### src/gaps_pkg.sv
// Shared types, constants and codes for the grid path search block.
package gaps_pkg;

    localparam int CRD_W          = 3;
    localparam int COST_W         = 10;
    localparam int DIR_W          = 2;
    localparam int GRID_SIDE_DEF  = 8;
    localparam int STEP_COST_DEF  = 10;

    typedef enum logic {
        KIND_WRITE  = 1'b0,
        KIND_SEARCH = 1'b1
    } t_kind;

    typedef enum logic [1:0] {
        ST_WAYPOINT = 2'd0,
        ST_ARRIVED  = 2'd1,
        ST_NO_PATH  = 2'd2
    } t_status;

    typedef struct packed {
        logic             kind;
        logic [CRD_W-1:0] cell_x;
        logic [CRD_W-1:0] cell_y;
        logic             blocked;
        logic [CRD_W-1:0] target_x;
        logic [CRD_W-1:0] target_y;
    } t_in_item;

    typedef struct packed {
        logic [1:0]       status;
        logic [CRD_W-1:0] step_x;
        logic [CRD_W-1:0] step_y;
        logic             last;
    } t_out_item;

    // commands from controller to datapath
    typedef struct packed {
        logic    load;
        logic    init;
        logic    scan_start;
        logic    close_best;
        logic    nb_issue;
        logic    nb_update;
        logic    trace_start;
        logic    trace_issue;
        logic    trace_step;
        logic    out_issue;
        logic    emit;
        t_status emit_code;
    } t_cmd;

    // status from datapath to controller
    typedef struct packed {
        logic in_write;
        logic in_same;
        logic in_outside;
        logic scan_busy;
        logic have_best;
        logic best_is_target;
        logic nb_last;
        logic at_start;
        logic out_free;
        logic out_last;
    } t_stat;

endpackage

### src/gaps_in_if.sv
// Input channel interface: valid, ready and one request item.
interface gaps_in_if;
    logic                valid;
    logic                ready;
    gaps_pkg::t_in_item  data;

    modport source (output valid, output data, input ready);
    modport sink   (input valid, input data, output ready);
endinterface

### src/gaps_out_if.sv
// Output channel interface: valid, ready and one result item.
interface gaps_out_if;
    logic                valid;
    logic                ready;
    gaps_pkg::t_out_item data;

    modport source (output valid, output data, input ready);
    modport sink   (input valid, input data, output ready);
endinterface

### src/gaps_ctrl.sv
// Search sequencer: state machine that drives the datapath by commands.
module gaps_ctrl (
    input  logic             i_clk,
    input  logic             i_rst_n,
    input  logic             i_in_valid,
    output logic             o_in_ready,
    input  gaps_pkg::t_stat  i_stat,
    output gaps_pkg::t_cmd   o_cmd
);

    typedef enum logic [3:0] {
        S_IDLE, S_INIT, S_SCAN_GO, S_SCAN_WAIT, S_PICK, S_NB_ISSUE, S_NB_UPD,
        S_TRACE_START, S_TRACE_ISSUE, S_TRACE_STEP, S_OUT_ISSUE, S_OUT_EMIT,
        S_EMIT_ARR, S_EMIT_NONE
    } t_state;

    t_state r_state;

    assign o_in_ready = (r_state == S_IDLE);

    // decode commands from the current state
    always_comb begin
        o_cmd           = '0;
        o_cmd.emit_code = gaps_pkg::ST_WAYPOINT;
        unique case (r_state)
            S_IDLE:        o_cmd.load        = i_in_valid;
            S_INIT:        o_cmd.init        = 1'b1;
            S_SCAN_GO:     o_cmd.scan_start  = 1'b1;
            S_SCAN_WAIT:   ;
            S_PICK:        o_cmd.close_best  = i_stat.have_best & ~i_stat.best_is_target;
            S_NB_ISSUE:    o_cmd.nb_issue    = 1'b1;
            S_NB_UPD:      o_cmd.nb_update   = 1'b1;
            S_TRACE_START: o_cmd.trace_start = 1'b1;
            S_TRACE_ISSUE: o_cmd.trace_issue = 1'b1;
            S_TRACE_STEP:  o_cmd.trace_step  = 1'b1;
            S_OUT_ISSUE:   o_cmd.out_issue   = 1'b1;
            S_OUT_EMIT:    o_cmd.emit        = i_stat.out_free;
            S_EMIT_ARR: begin
                o_cmd.emit      = i_stat.out_free;
                o_cmd.emit_code = gaps_pkg::ST_ARRIVED;
            end
            S_EMIT_NONE: begin
                o_cmd.emit      = i_stat.out_free;
                o_cmd.emit_code = gaps_pkg::ST_NO_PATH;
            end
            default:       ;
        endcase
    end

    // advance state
    always_ff @(posedge i_clk) begin
        if (!i_rst_n) begin
            r_state <= S_IDLE;
        end else begin
            unique case (r_state)
                S_IDLE: begin
                    if (i_in_valid && !i_stat.in_write) begin
                        if (i_stat.in_same)         r_state <= S_EMIT_ARR;
                        else if (i_stat.in_outside) r_state <= S_EMIT_NONE;
                        else                        r_state <= S_INIT;
                    end
                end
                S_INIT:      r_state <= S_SCAN_GO;
                S_SCAN_GO:   r_state <= S_SCAN_WAIT;
                S_SCAN_WAIT: if (!i_stat.scan_busy) r_state <= S_PICK;
                S_PICK: begin
                    if (!i_stat.have_best)          r_state <= S_EMIT_NONE;
                    else if (i_stat.best_is_target) r_state <= S_TRACE_START;
                    else                            r_state <= S_NB_ISSUE;
                end
                S_NB_ISSUE:    r_state <= S_NB_UPD;
                S_NB_UPD:      r_state <= i_stat.nb_last ? S_SCAN_GO : S_NB_ISSUE;
                S_TRACE_START: r_state <= S_TRACE_ISSUE;
                S_TRACE_ISSUE: r_state <= i_stat.at_start ? S_OUT_ISSUE : S_TRACE_STEP;
                S_TRACE_STEP:  r_state <= S_TRACE_ISSUE;
                S_OUT_ISSUE:   r_state <= S_OUT_EMIT;
                S_OUT_EMIT: begin
                    if (i_stat.out_free) r_state <= i_stat.out_last ? S_IDLE : S_OUT_ISSUE;
                end
                S_EMIT_ARR:  if (i_stat.out_free) r_state <= S_IDLE;
                S_EMIT_NONE: if (i_stat.out_free) r_state <= S_IDLE;
                default:     r_state <= S_IDLE;
            endcase
        end
    end

endmodule

### src/gaps_dp.sv
// Search datapath: obstacle map, open/reached sets, cost and route memories.
module gaps_dp #(
    parameter int GRID_SIDE = gaps_pkg::GRID_SIDE_DEF,
    parameter int STEP_COST = gaps_pkg::STEP_COST_DEF
) (
    input  logic                i_clk,
    input  logic                i_rst_n,
    input  gaps_pkg::t_in_item  i_in_data,
    input  gaps_pkg::t_cmd      i_cmd,
    output gaps_pkg::t_stat     o_stat,
    input  logic                i_out_ready,
    output logic                o_out_valid,
    output gaps_pkg::t_out_item o_out_data
);

    localparam int CW     = gaps_pkg::CRD_W;
    localparam int KW     = gaps_pkg::COST_W;
    localparam int DW     = gaps_pkg::DIR_W;
    localparam int NCELL  = GRID_SIDE * GRID_SIDE;
    localparam int IW     = $clog2(NCELL);
    localparam logic [CW-1:0] EDGE  = CW'(GRID_SIDE - 1);
    localparam logic [KW-1:0] STEPK = KW'(STEP_COST);

    function automatic logic [IW-1:0] cell_idx(input logic [CW-1:0] x, input logic [CW-1:0] y);
        cell_idx = IW'(int'(y) * GRID_SIDE + int'(x));
    endfunction

    function automatic logic [CW-1:0] adiff(input logic [CW-1:0] a, input logic [CW-1:0] b);
        adiff = (a > b) ? a - b : b - a;
    endfunction

    // request registers
    logic [CW-1:0] r_sx, r_sy, r_tx, r_ty;
    // cell flags
    logic [NCELL-1:0] r_blk, r_reached, r_open;
    // memories
    logic [KW-1:0]     cost_mem  [NCELL];
    logic [DW-1:0]     dir_mem   [NCELL];
    logic [2*CW-1:0]   route_mem [NCELL];
    logic [KW-1:0]     r_cost_q;
    logic [DW-1:0]     r_dir_q;
    logic [2*CW-1:0]   r_route_q;
    // scan pipeline
    logic              r_scan_on, r_p_v, r_p_open;
    logic [CW-1:0]     r_cx, r_cy, r_p_x, r_p_y;
    logic              r_have;
    logic [KW:0]       r_bestf;
    logic [CW-1:0]     r_bx, r_by;
    logic [KW-1:0]     r_bg;
    // neighbour update
    logic [DW-1:0]     r_dir;
    logic              r_nv;
    logic [IW-1:0]     r_nidx;
    // trace and output
    logic [CW-1:0]     r_ux, r_uy;
    logic [IW-1:0]     r_cnt, r_oidx;
    logic              r_o_valid;
    gaps_pkg::t_out_item r_o_data;

    logic              in_inside;
    logic [IW-1:0]     in_idx, start_idx, scan_idx, nb_idx, rd_idx, trace_idx;
    logic [KW-1:0]     h_p;
    logic [KW:0]       f_p;
    logic              nv;
    logic [CW-1:0]     nx, ny;
    logic [KW-1:0]     t_cost;
    logic              upd;
    logic              out_free;

    assign in_inside = (int'(i_in_data.cell_x) < GRID_SIDE) && (int'(i_in_data.cell_y) < GRID_SIDE);
    assign in_idx    = cell_idx(i_in_data.cell_x, i_in_data.cell_y);
    assign start_idx = cell_idx(r_sx, r_sy);
    assign scan_idx  = cell_idx(r_cx, r_cy);
    assign trace_idx = cell_idx(r_ux, r_uy);

    // f of the cell whose cost comes back this cycle
    assign h_p = STEPK * KW'({1'b0, adiff(r_p_x, r_tx)} + {1'b0, adiff(r_p_y, r_ty)});
    assign f_p = {1'b0, r_cost_q} + {1'b0, h_p};

    // neighbour of the expanded cell in the current direction
    always_comb begin
        nx = r_bx;
        ny = r_by;
        nv = 1'b0;
        case (r_dir)
            2'd0: begin nv = (r_by != '0);   ny = r_by - 1'b1; end
            2'd1: begin nv = (r_by != EDGE); ny = r_by + 1'b1; end
            2'd2: begin nv = (r_bx != '0);   nx = r_bx - 1'b1; end
            default: begin nv = (r_bx != EDGE); nx = r_bx + 1'b1; end
        endcase
    end
    assign nb_idx = nv ? cell_idx(nx, ny) : '0;
    assign rd_idx = r_scan_on ? scan_idx : nb_idx;

    assign t_cost = r_bg + STEPK;
    assign upd    = r_nv && (!r_reached[r_nidx] || (t_cost < r_cost_q));

    assign out_free = !r_o_valid || i_out_ready;

    // status to controller
    always_comb begin
        o_stat.in_write       = (i_in_data.kind == gaps_pkg::KIND_WRITE);
        o_stat.in_same        = (i_in_data.cell_x == i_in_data.target_x) &&
                                (i_in_data.cell_y == i_in_data.target_y);
        o_stat.in_outside     = !in_inside || (int'(i_in_data.target_x) >= GRID_SIDE) ||
                                (int'(i_in_data.target_y) >= GRID_SIDE);
        o_stat.scan_busy      = r_scan_on || r_p_v;
        o_stat.have_best      = r_have;
        o_stat.best_is_target = (r_bx == r_tx) && (r_by == r_ty);
        o_stat.nb_last        = (r_dir == DW'(3));
        o_stat.at_start       = (r_ux == r_sx) && (r_uy == r_sy);
        o_stat.out_free       = out_free;
        o_stat.out_last       = (r_oidx == '0);
    end

    // map and set flags
    always_ff @(posedge i_clk) begin
        if (!i_rst_n) begin
            r_blk     <= '0;
            r_reached <= '0;
            r_open    <= '0;
        end else begin
            if (i_cmd.load && o_stat.in_write && in_inside) begin
                r_blk[in_idx] <= i_in_data.blocked;
            end
            if (i_cmd.init) begin
                // clear both sets, leaving only the start cell
                r_reached <= NCELL'(1) << start_idx;
                r_open    <= NCELL'(1) << start_idx;
            end
            if (i_cmd.close_best) begin
                r_open[cell_idx(r_bx, r_by)] <= 1'b0;
            end
            if (i_cmd.nb_update && upd) begin
                r_reached[r_nidx] <= 1'b1;
                r_open[r_nidx]    <= 1'b1;
            end
        end
    end

    // cost and direction memories
    always_ff @(posedge i_clk) begin
        r_cost_q <= cost_mem[rd_idx];
        if (i_cmd.init) begin
            cost_mem[start_idx] <= '0;
        end else if (i_cmd.nb_update && upd) begin
            cost_mem[r_nidx] <= t_cost;
        end
        if (i_cmd.nb_update && upd) begin
            dir_mem[r_nidx] <= r_dir;
        end
        if (i_cmd.trace_issue) begin
            r_dir_q <= dir_mem[trace_idx];
        end
    end

    // route memory
    always_ff @(posedge i_clk) begin
        if (i_cmd.trace_issue && !o_stat.at_start) begin
            route_mem[r_cnt] <= {r_uy, r_ux};
        end
        if (i_cmd.out_issue) begin
            r_route_q <= route_mem[r_oidx];
        end
    end

    // scan control
    always_ff @(posedge i_clk) begin
        if (!i_rst_n) begin
            r_scan_on <= 1'b0;
            r_p_v     <= 1'b0;
            r_have    <= 1'b0;
        end else begin
            r_p_v <= r_scan_on;
            if (i_cmd.scan_start) begin
                r_scan_on <= 1'b1;
                r_have    <= 1'b0;
            end else if (r_scan_on && (r_cx == EDGE) && (r_cy == EDGE)) begin
                r_scan_on <= 1'b0;
            end
            if (r_p_v && r_p_open && (!r_have || (f_p < r_bestf))) begin
                r_have <= 1'b1;
            end
        end
    end

    // scan datapath: walk cells in index order, keep the first lowest f
    always_ff @(posedge i_clk) begin
        if (i_cmd.scan_start) begin
            r_cx <= '0;
            r_cy <= '0;
        end else if (r_scan_on) begin
            if (r_cx == EDGE) begin
                r_cx <= '0;
                r_cy <= r_cy + 1'b1;
            end else begin
                r_cx <= r_cx + 1'b1;
            end
        end
        r_p_x    <= r_cx;
        r_p_y    <= r_cy;
        r_p_open <= r_open[scan_idx];
        if (r_p_v && r_p_open && (!r_have || (f_p < r_bestf))) begin
            r_bestf <= f_p;
            r_bx    <= r_p_x;
            r_by    <= r_p_y;
            r_bg    <= r_cost_q;
        end
    end

    // request, neighbour, trace and output index registers
    always_ff @(posedge i_clk) begin
        if (i_cmd.load) begin
            r_sx <= i_in_data.cell_x;
            r_sy <= i_in_data.cell_y;
            r_tx <= i_in_data.target_x;
            r_ty <= i_in_data.target_y;
        end
        if (i_cmd.close_best) begin
            r_dir <= '0;
        end else if (i_cmd.nb_update) begin
            r_dir <= r_dir + 1'b1;
        end
        if (i_cmd.nb_issue) begin
            r_nv   <= nv && !r_blk[nb_idx];
            r_nidx <= nb_idx;
        end
        if (i_cmd.trace_start) begin
            r_ux  <= r_tx;
            r_uy  <= r_ty;
            r_cnt <= '0;
        end else if (i_cmd.trace_issue) begin
            if (o_stat.at_start) begin
                r_oidx <= r_cnt - 1'b1;
            end else begin
                r_cnt <= r_cnt + 1'b1;
            end
        end else if (i_cmd.trace_step) begin
            // step back against the direction of arrival
            case (r_dir_q)
                2'd0:    r_uy <= r_uy + 1'b1;
                2'd1:    r_uy <= r_uy - 1'b1;
                2'd2:    r_ux <= r_ux + 1'b1;
                default: r_ux <= r_ux - 1'b1;
            endcase
        end
        if (i_cmd.emit && (i_cmd.emit_code == gaps_pkg::ST_WAYPOINT)) begin
            r_oidx <= r_oidx - 1'b1;
        end
    end

    // output register
    always_ff @(posedge i_clk) begin
        if (!i_rst_n) begin
            r_o_valid <= 1'b0;
        end else if (i_cmd.emit) begin
            r_o_valid <= 1'b1;
        end else if (i_out_ready) begin
            r_o_valid <= 1'b0;
        end
    end

    always_ff @(posedge i_clk) begin
        if (i_cmd.emit) begin
            r_o_data.status <= i_cmd.emit_code;
            case (i_cmd.emit_code)
                gaps_pkg::ST_WAYPOINT: begin
                    r_o_data.step_x <= r_route_q[CW-1:0];
                    r_o_data.step_y <= r_route_q[2*CW-1:CW];
                    r_o_data.last   <= (r_oidx == '0);
                end
                gaps_pkg::ST_ARRIVED: begin
                    r_o_data.step_x <= r_tx;
                    r_o_data.step_y <= r_ty;
                    r_o_data.last   <= 1'b1;
                end
                default: begin
                    r_o_data.step_x <= '0;
                    r_o_data.step_y <= '0;
                    r_o_data.last   <= 1'b1;
                end
            endcase
        end
    end

    assign o_out_valid = r_o_valid;
    assign o_out_data  = r_o_data;

endmodule

### src/grid_astar_path_search_core.sv
// Top level of the grid A* path search block.
// Usage:
//   i_in carries one request per transfer. kind = write stores the blocked
//   bit of one map cell and gives no result. kind = search runs A* with
//   four-way moves from (cell_x, cell_y) to (target_x, target_y).
//   o_out carries results: the waypoints from the first step to the target,
//   last set on the target; or one result with status already-at-target or
//   no-path, last set.
// Operation:
//   A search first sets up, then for each expanded cell scans the whole
//   open set over all GRID_SIDE^2 cells and updates the four neighbours;
//   the path is then traced back from the target and the waypoints are
//   output one by one. The scan over the single read port of the cost
//   memory sets the rate. One item is worked on at a time.
// Reset: the obstacle map reads all free, the output register is empty.
// Stall: results wait in the output register; the search holds until the
//   register is taken, and the next request is taken while the last result
//   still waits.
module grid_astar_path_search_core #(
    parameter int GRID_SIDE = gaps_pkg::GRID_SIDE_DEF,
    parameter int STEP_COST = gaps_pkg::STEP_COST_DEF
) (
    input logic        i_clk,
    input logic        i_rst_n,
    gaps_in_if.sink    i_in,
    gaps_out_if.source o_out
);

    gaps_pkg::t_cmd  cmd;
    gaps_pkg::t_stat stat;

    gaps_ctrl u_ctrl (
        .i_clk      (i_clk),
        .i_rst_n    (i_rst_n),
        .i_in_valid (i_in.valid),
        .o_in_ready (i_in.ready),
        .i_stat     (stat),
        .o_cmd      (cmd)
    );

    gaps_dp #(
        .GRID_SIDE (GRID_SIDE),
        .STEP_COST (STEP_COST)
    ) u_dp (
        .i_clk       (i_clk),
        .i_rst_n     (i_rst_n),
        .i_in_data   (i_in.data),
        .i_cmd       (cmd),
        .o_stat      (stat),
        .i_out_ready (o_out.ready),
        .o_out_valid (o_out.valid),
        .o_out_data  (o_out.data)
    );

endmodule
### src/flat_wrapper.sv
// flat-port wrapper written by rule: the top's interface ports become plain ports
module grid_astar_path_search_core_flat 
#(
    parameter int GRID_SIDE = gaps_pkg::GRID_SIDE_DEF,
    parameter int STEP_COST = gaps_pkg::STEP_COST_DEF
)
  (i_clk, i_rst_n, i_in_valid, i_in_data, i_in_ready, o_out_valid, o_out_data, o_out_ready);
  gaps_in_if i_in_i ();
  gaps_out_if o_out_i ();
  input logic i_clk;
  input logic i_rst_n;
  input wire logic [$bits(i_in_i.valid)-1:0] i_in_valid;
  input wire logic [$bits(i_in_i.data)-1:0] i_in_data;
  output wire logic [$bits(i_in_i.ready)-1:0] i_in_ready;
  output wire logic [$bits(o_out_i.valid)-1:0] o_out_valid;
  output wire logic [$bits(o_out_i.data)-1:0] o_out_data;
  input wire logic [$bits(o_out_i.ready)-1:0] o_out_ready;
  assign i_in_i.valid = i_in_valid;
  assign i_in_i.data = i_in_data;
  assign i_in_ready = i_in_i.ready;
  assign o_out_valid = o_out_i.valid;
  assign o_out_data = o_out_i.data;
  assign o_out_i.ready = o_out_ready;
  grid_astar_path_search_core #(.GRID_SIDE(GRID_SIDE), .STEP_COST(STEP_COST)) u_core (.i_clk(i_clk), .i_rst_n(i_rst_n), .i_in(i_in_i), .o_out(o_out_i));
endmodule
### config.mk
export PLATFORM = sky130hd
export DESIGN_NAME = grid_astar_path_search_core_flat
export DESIGN_NICKNAME = d
export VERILOG_FILES = /design/src/gaps_pkg.sv /design/src/gaps_in_if.sv /design/src/gaps_out_if.sv /design/src/gaps_ctrl.sv /design/src/gaps_dp.sv /design/src/grid_astar_path_search_core.sv /design/src/flat_wrapper.sv
export SDC_FILE = /design/constraint.sdc
export NUM_CORES = 2
export LEC_CHECK = 0
export BUFFER_PORTS_ARGS = -buffer_cell sky130_fd_sc_hd__buf_2
export CORE_UTILIZATION = 60
export CTS_BUF_LIST = sky130_fd_sc_hd__clkbuf_16
export DETAILED_ROUTE_END_ITERATION = 12
export GPL_TIMING_DRIVEN = 0
export HOLD_SLACK_MARGIN = 0.06
export PLACE_DENSITY = 0.77
export SYNTH_ARGS = -nofsm -noshare
export SYNTH_HDL_FRONTEND = slang
export SYNTH_SLANG_ARGS = --single-unit
### constraint.sdc
create_clock -name i_clk -period 9.66 [get_ports i_clk]
set_clock_uncertainty 0.2 [all_clocks]
set_input_delay 1.449 -clock i_clk [delete_from_list [all_inputs] [get_ports i_clk]]
set_output_delay 1.449 -clock i_clk [all_outputs]
set_load 0.05 [all_outputs]
Yosys cells after proc, flatten, opt, wreduce, memory -nomap -nowiden
Memories as Yosys holds them, arrays and structs flattened. A register that Yosys moved wholly into a read port is not among the register bits.
Cells that the tools add are included.
{ "totals": {"n_memories": 3, "out_inout_bits": 11, "word_cells": 254, "in_bits": 18, "reg_bits": 288, "ramBits": 1152} }
{ "mem_list": {"columns": ["name", "depth", "width", "rd", "rd_clocked_by_memory_dff", "wr", "line_no", "source"], "rows": [
  ["u_core.u_dp.cost_mem", 64, 10, 1, 1, 1, "gaps_dp.sv:37", "logic [KW-1:0] cost_mem [NCELL];"],
  ["u_core.u_dp.route_mem", 64, 6, 1, 1, 1, "gaps_dp.sv:39", "logic [2*CW-1:0] route_mem [NCELL];"],
  ["u_core.u_dp.dir_mem", 64, 2, 1, 1, 1, "gaps_dp.sv:38", "logic [DW-1:0] dir_mem [NCELL];"]
]} }
{ "classes": {"eq_ne": 36, "addsub": 27, "reduce_logical": 52, "multipliers": 1, "n_shift": 1, "n_lt_le_gt_ge": 12, "bitwise_logic": 8, "n_mux": 82} }
{ "ops": {"columns": ["operator", "n"], "rows": [
  ["64-bit 2-to-1 mux", 8],
  ["64-bit OR", 2],
  ["64-bit bitwise AND", 1],
  ["64-bit bitwise mux", 1],
  ["64-bit NOT", 1],
  ["1-bit by 6-bit left shift with 64-bit output, first input constant", 1],
  ["4-bit one-hot mux with 12 select lines", 1],
  ["6-bit 2-to-1 mux", 7],
  ["6-bit by 3-bit adder with 6-bit output", 6],
  ["6-bit by 7-bit less-than comparator with 1-bit output, second input constant", 5],
  ["1-bit 2-to-1 mux", 32],
  ["3-bit 2-to-1 mux", 10],
  ["4-bit 2-to-1 mux", 7],
  ["4-bit equality test, second input constant", 6],
  ["3-bit one-hot mux with 2 select lines", 4],
  ["3-bit by 1-bit adder with 3-bit output, second input constant", 6],
  ["1-bit binary-select mux with 6-bit select", 3],
  ["1-bit demux with 6-bit select", 3],
  ["3-bit equality test", 6],
  ["6-bit by 1-bit >= comparator with 1-bit output, second input constant", 3],
  ["1-bit logical AND", 17],
  ["4-bit by 3-bit equality test with 1-bit output, second input constant", 4],
  ["7-bit one-hot mux with 2 select lines", 1],
  ["2-bit nonzero test", 6],
  ["38 further kinds", 78]
]} }

Logic depth before layout (Yosys ltp)
{ "logic_depth": {"ltp_word": 11, "ltp_mapped": 26, "mapped_depth_nobuf": 26} }

Cells and area by module
From an unflattened synthesis, not the netlist that was laid out.
{ "unflattened": {"hier_cells": 4564, "hier_area_um2": 62125.8} }
{ "modules_own_cells": {"columns": ["module", "cells_each", "area_each_um2", "n_inst", "seq_area_each_um2"], "rows": [
  ["gaps_dp", 4490, 61577.8, 1, 41359.7],
  ["gaps_ctrl", 74, 548.0, 1, 80.1]
]} }

Least setup slack after synthesis
No wires, ideal clock.
{ "synth_timing": {"path_type": "register -> register", "startpoint": "reg u_core.u_dp.r_ty[1]", "endpoint": "reg u_core.u_dp.r_bestf[0], enable pin", "path_buffers": 0, "synth_period_minus_slack_ps": 5912, "setup_time_ps": 385, "arrival_time_ps": 5326, "required_ps": 9075, "path_stages_with_launch": 24, "setup_slack_ps": 3748, "cell_sequence": "edfxtp_1 -> inv_1 -> ha_1 -> a21o_1 -> a21oi_1 -> a31oi_1 -> mux2_2 -> ha_1 -> a21o_1 -> a21oi_1 -> inv_1 -> ha_1 -> ha_1 -> ha_1 -> ha_1 -> a21o_1 -> a21o_1 -> a21o_1 -> nand2_1 -> xnor2_1 -> ha_1 -> and3_1 -> nand3_1 -> o2111a_1"} }
{ "synth_between": {"elab_chain_len": 8, "word_cells_on_any_way": 10, "cone_classes": "4 x add/sub; 1 x mul; 2 x order compare; 1 x mux; 2 x reduce/logical"} }
{ "synth_rtl": {"columns": ["element", "line_no", "source"], "rows": [
  ["from (decl)", "gaps_dp.sv:33", "logic [CW-1:0] r_sx, r_sy, r_tx, r_ty;"],
  ["from (signal assigned)", "gaps_dp.sv:217", "r_ty <= i_in_data.target_y;"],
  ["3-bit subtractor / 3-bit > comparator (equally long branches)", "gaps_dp.sv:29", "adiff = (a > b) ? a - b : b - a;"],
  ["3-bit 2-to-1 mux (*)", "gaps_dp.sv:29", null],
  ["3-bit by 3-bit adder with 4-bit output (*)", "gaps_dp.sv:77", "assign h_p = STEPK * KW'({1'b0, adiff(r_p_x, r_tx)} + {1'b0, adiff(r_p_y, r_ty)});"],
  ["3-bit by 4-bit multiplier with 7-bit output (*)", "gaps_dp.sv:77", null],
  ["10-bit by 8-bit adder with 11-bit output (*)", "gaps_dp.sv:78", "assign f_p = {1'b0, r_cost_q} + {1'b0, h_p};"],
  ["net u_core.u_dp.f_p[9]", "gaps_dp.sv:63", "logic [KW:0] f_p;"],
  ["11-bit less-than comparator (*)", "gaps_dp.sv:203", "if (r_p_v && r_p_open && (!r_have || (f_p < r_bestf))) begin"],
  ["1-bit logical OR (*)", "gaps_dp.sv:203", null],
  ["1-bit logical AND (*)", "gaps_dp.sv:203", null],
  ["to (signal assigned)", "gaps_dp.sv:204", "r_bestf <= f_p;"],
  ["to (decl)", "gaps_dp.sv:47", "logic [KW:0] r_bestf;"]
]} }
The timed path passes the listed nets; every way through them passes the cells marked *.
A chain may end at the register's enable or synchronous reset.

Worst setup path in the final report
{ "layout_timing": {"startpoint": "reg u_core.u_dp.r_ty[1]", "endpoint": "reg u_core.u_dp.r_bg[4], enable pin"} }
{ "layout_between": {"elab_chain_len": 8, "word_cells_on_any_way": 10, "cone_classes": "4 x add/sub; 1 x mul; 2 x order compare; 1 x mux; 2 x reduce/logical"} }
{ "layout_rtl": {"columns": ["element", "line_no", "source"], "rows": [
  ["3-bit subtractor / 3-bit > comparator (equally long branches)", "gaps_dp.sv:29", null],
  ["3-bit 2-to-1 mux (*)", "gaps_dp.sv:29", null],
  ["3-bit by 3-bit adder with 4-bit output (*)", "gaps_dp.sv:77", null],
  ["3-bit by 4-bit multiplier with 7-bit output (*)", "gaps_dp.sv:77", null],
  ["10-bit by 8-bit adder with 11-bit output (*)", "gaps_dp.sv:78", null],
  ["net u_core.u_dp.f_p[8]", "gaps_dp.sv:63", null],
  ["11-bit less-than comparator (*)", "gaps_dp.sv:203", null],
  ["1-bit logical OR (*)", "gaps_dp.sv:203", null],
  ["1-bit logical AND (*)", "gaps_dp.sv:203", null],
  ["to (signal assigned)", "gaps_dp.sv:207", "r_bg <= r_cost_q;"],
  ["to (decl)", "gaps_dp.sv:49", "logic [KW-1:0] r_bg;"]
]} }
Marked as above.

==> impl_metrics.py <==
metrics = {
    "logic_synthesis": {
        "ys_types": 101,
        "ys_ff_latch": 1457,
        "synth-seq-area-share_pct": 66.5,
        "synth-edff-count": 1226,
        "synthesis.area_mm2": 0.0624,
        "synthFlopType": "edfxtp_1",
        "postSynthCellCount": 4386,
        "syn_nets": 4467,
        "avgSynthCellArea_um2": 14.2,
        "yosysWarnings": 0,
        "async_flop_share_pct": 0,
    },
    "global_route": {
        "grt_use_total_pct": 38.1,
        "antenna_found_initial": 13,
        "grt_pass1_vias": 40800,
        "grt_pass1_wl_um": 287000,
        "grt_max_degree": 61,
        "overflow": 0,
    },
    "sta": {
        "max_freq_ghz": 0.134,
        "worst_slack_ps": 2210,
        "maxSlewViolCount": 24,
        "finalSetupViolCount": 0,
        "timing.final.crit_share_pct": 77.1,
        "period_minus_slack_ps": 7450,
        "final_hold_viol_count": 0,
        "worst_pin_slew_ps": 1700,
        "holdWs_ps": 178,
        "relSlewSlack_pct": -13.9,
        "rsz0062_at_grt": "no",
    },
    "detailed_routing": {
        "wl_um": 203000,
        "dr.first_iter.drc_count": 7217,
        "wire_per_inst_um": 33.0,
        "ant_nets": 0,
        "drc": 0,
        "viasPerCell": 7.04,
        "vias": 43200,
        "drt_first_pass_iters": 10,
    },
    "cts": {
        "clk_pin_slew_ps": 60,
        "clkLatencyLatePin_ps": 790,
        "post_cts_buffers": 0,
        "cts_tree": "done",
        "holdBufCountCts": 0,
        "htreeDepth": 4,
        "cts_resized": 0,
        "cts_buffers": 144,
        "clock_path_buffers": 3,
        "cts_root_buf": "clkbuf_16",
        "clock_sinks": 1457,
    },
    "flow_run": {
        "maxCapViolations": 6,
    },
    "setup_path": {
        "crit_buf_inv": 2,
        "slowest_stage": "a21oi_1",
        "startpoint_type": "flop",
        "worstPathArrival_ps": 7640,
        "path_cells": "inv_1 > ha_1 > a21o_1 > a21oi_1 > a31oi_1 > mux2_2 > ha_1 > a21o_1 > a21oi_1 > inv_1 > ha_1 > ha_1 > ha_1 > a21oi_1 > xor2_1 > ha_1 > nand2_1 > o21ai_0 > xnor2_1 > ha_1 > a21oi_1 > o211ai_1 > nand3_1 > o2111a_2",
        "path_max_fanout": 27,
        "crit_type": "flop to flop",
        "crit_family": "compound AO/OA/AOI/OAI gates",
        "endpoint_kind": "flop",
        "slowest_delay_ps": 840,
        "cpMostUsedCell": "ha_1",
        "worstPathRequired_ps": 9850,
    },
    "pwr": {
        "finalPower_uw": 17800,
        "power_density_mw_per_mm2": 252,
        "p_leak_uw": 0.0222,
        "vdd_drop_max_mv": 0.252,
    },
    "floorplanning": {
        "start_util_pct": 60.9,
        "fp.dieArea_mm2": 0.105,
        "fp.dieW_um": 324,
        "rows": 117,
        "boundaryPins": 29,
        "core_mm2": 0.102,
        "die_y_um": 324,
    },
    "cells_and_area": {
        "fillCellCount": 6628,
        "area_delta_synth_final_pct": 13.1,
        "drive_gt1_share_pct": 16.3,
        "final_cell_mix": "1226 x edfxtp_1, 465 x nand2_1, 240 x a21oi_1",
        "final_common_cell": "edfxtp_1",
        "nets": 4720,
    },
    "placed_design": {
        "pre_cts_ws_ps": 2310,
        "portBuffers": 27,
        "place_hpwl_um": 142000,
        "place_congestion": 1.07,
    },
    "run_status": {
        "violations": "capacitance limit, slew limit",
        "outcome": "finished, violations left",
    },
    "worst_hold_path": {
        "holdCritPathClass": "flop to flop",
    },
}
-- where the power goes --
group | switching, uW | internal, uW
Combinational | 3560 | 1550
Sequential | 102 | 6990
Clock | 2550 | 3060
Total | 6210 | 11600
-- metal layers --
metal | vias up | GRT usage, % | part of all wire (%)
met2 | 3622 | 57.3 | 45
met1 | 21300 | 50.8 | 35
met3 | 724 | 11.7 | 14
met4 | 6 | 18.6 | 5.7
met5 | - | 0 | 0.020
li1 | 17600 | - | -
-- sequential cells by signal, indices dropped and copies added (netlist names), 4 cells and up --
name                    count
u_core.u_dp.cost_mem      640
u_core.u_dp.route_mem     384
u_core.u_dp.dir_mem       128
u_core.u_dp.r_blk          64
u_core.u_dp.r_open         64
u_core.u_dp.r_reached      64
u_core.u_dp.r_bestf        11
u_core.u_dp.r_cost_q       10
u_core.u_dp.o_out_data      9
u_core.u_dp.r_bg            9
u_core.u_dp.r_cnt           6
u_core.u_dp.r_nidx          6
u_core.u_dp.r_oidx          6
u_core.u_dp.r_route_q       6
u_core.u_ctrl.r_state       4
-- cells by family (layout without fill, tap and decap cells) --
kind of cell	after synthesis	after routing	share of synthesized area (%)
AOI/OAI and AO/OA	953	953	10.5
other	0	12	0
muxes	332	332	9.67
and+or+nand+nor	1132	1132	8.44
xor gates and xnor gates	56	56	0.787
buffers and inverters	393	759	2.78
DFF	1457	1457	66.5
adders and majority gates	63	63	1.38
-- synthesized netlist by cell type, drive strengths merged, types with 11 or more instances --
| cell type | count | share of area [%] |
|---|---|---|
| or3 | 11 | 0.13 |
| nor3b | 11 | 0.16 |
| a32oi | 22 | 0.31 |
| dfxtp | 231 | 7.4 |
| inv | 79 | 0.48 |
| a21oi | 241 | 1.9 |
| nor4 | 22 | 0.23 |
| o21ai | 115 | 0.95 |
| a22o | 17 | 0.24 |
| o22ai | 39 | 0.41 |
| xor2 | 23 | 0.32 |
| clkbuf | 185 | 1.1 |
| mux2i | 105 | 1.7 |
| nand3b | 14 | 0.17 |
| a21o | 18 | 0.22 |
| and2 | 16 | 0.16 |
| a32o | 19 | 0.31 |
| a221oi | 53 | 0.75 |
| nor2b | 19 | 0.19 |
| nand4 | 20 | 0.21 |
| or2 | 18 | 0.18 |
| mux2 | 12 | 0.22 |
| a211oi | 94 | 1.2 |
| nand3 | 129 | 1.0 |
| nor3 | 63 | 0.59 |
| edfxtp | 1226 | 59 |
| a31oi | 68 | 0.68 |
| nor2 | 243 | 1.5 |
| xnor2 | 33 | 0.46 |
| and3 | 61 | 0.61 |
| buf | 129 | 1.2 |
| a22oi | 71 | 0.88 |
| nand2 | 469 | 2.8 |
| o32ai | 36 | 0.52 |
| o2111ai | 11 | 0.15 |
| mux4 | 215 | 7.8 |
| nand2b | 21 | 0.21 |
| ha | 53 | 1.1 |
| o21a | 74 | 0.89 |
-- worst reg2reg max path: stages, from the launching register on --
cell      delay [ps]
edfxtp_1         540
inv_1            190
ha_1             340
a21o_1           110
a21oi_1           60
a31oi_1          250
mux2_2           410
ha_1             300
a21o_1           170
a21oi_1          840
inv_1            130
ha_1             340
ha_1             230
ha_1             190
a21oi_1          150
xor2_1           100
ha_1             400
nand2_1           60
o21ai_0          280
xnor2_1          220
ha_1             300
a21oi_1          200
o211ai_1         140
nand3_1          120
o2111a_2         800
-- worst paths after layout --
check                                   start                             to  slack, ps  cells after the start
min reg2reg  u_core.u_dp.r_cy[0]$_SDFFE_PP0P_   u_core.u_dp.r_p_y[0]$_DFF_P_        180                      0
max reg2reg     u_core.u_dp.r_ty[1]$_DFFE_PP_  u_core.u_dp.r_bg[4]$_DFFE_PP_       2210                     24
min          u_core.u_dp.r_cy[0]$_SDFFE_PP0P_   u_core.u_dp.r_p_y[0]$_DFF_P_        180                      0
max             u_core.u_dp.r_ty[1]$_DFFE_PP_  u_core.u_dp.r_bg[4]$_DFFE_PP_       2210                     24
-- final cells by class --
type	instances	area, um2	share of cell area [%]
Clock buffer	145	3630	5.14
Tap cell	1368	1710	2.43
Inverter	79	297	0.420
Antenna cell	12	30.0	0.0426
Clock inverter	114	1080	1.53
Buffer	314	1430	2.03
Multi-Input combinational cell	2536	19600	27.8
Timing Repair Buffer	107	1320	1.88
Sequential cell	1457	41400	58.7
-- metrics by stage --
step / utilization, % / setup TNS [ps] / instances / cell area (um2)
after floorplan: - / 0 / 4386 / 62400
after global placement: 62.7 / -84270 / 5781 / 64200
after detailed placement: 64.3 / 0 / 5859 / 65800
after CTS: 68.9 / 0 / 6118 / 70500
after global routing: 68.9 / 0 / 6121 / 70500
final: 68.9 / 0 / 6132 / 70500
No activity file was read; power rests on OpenSTA's default activity.
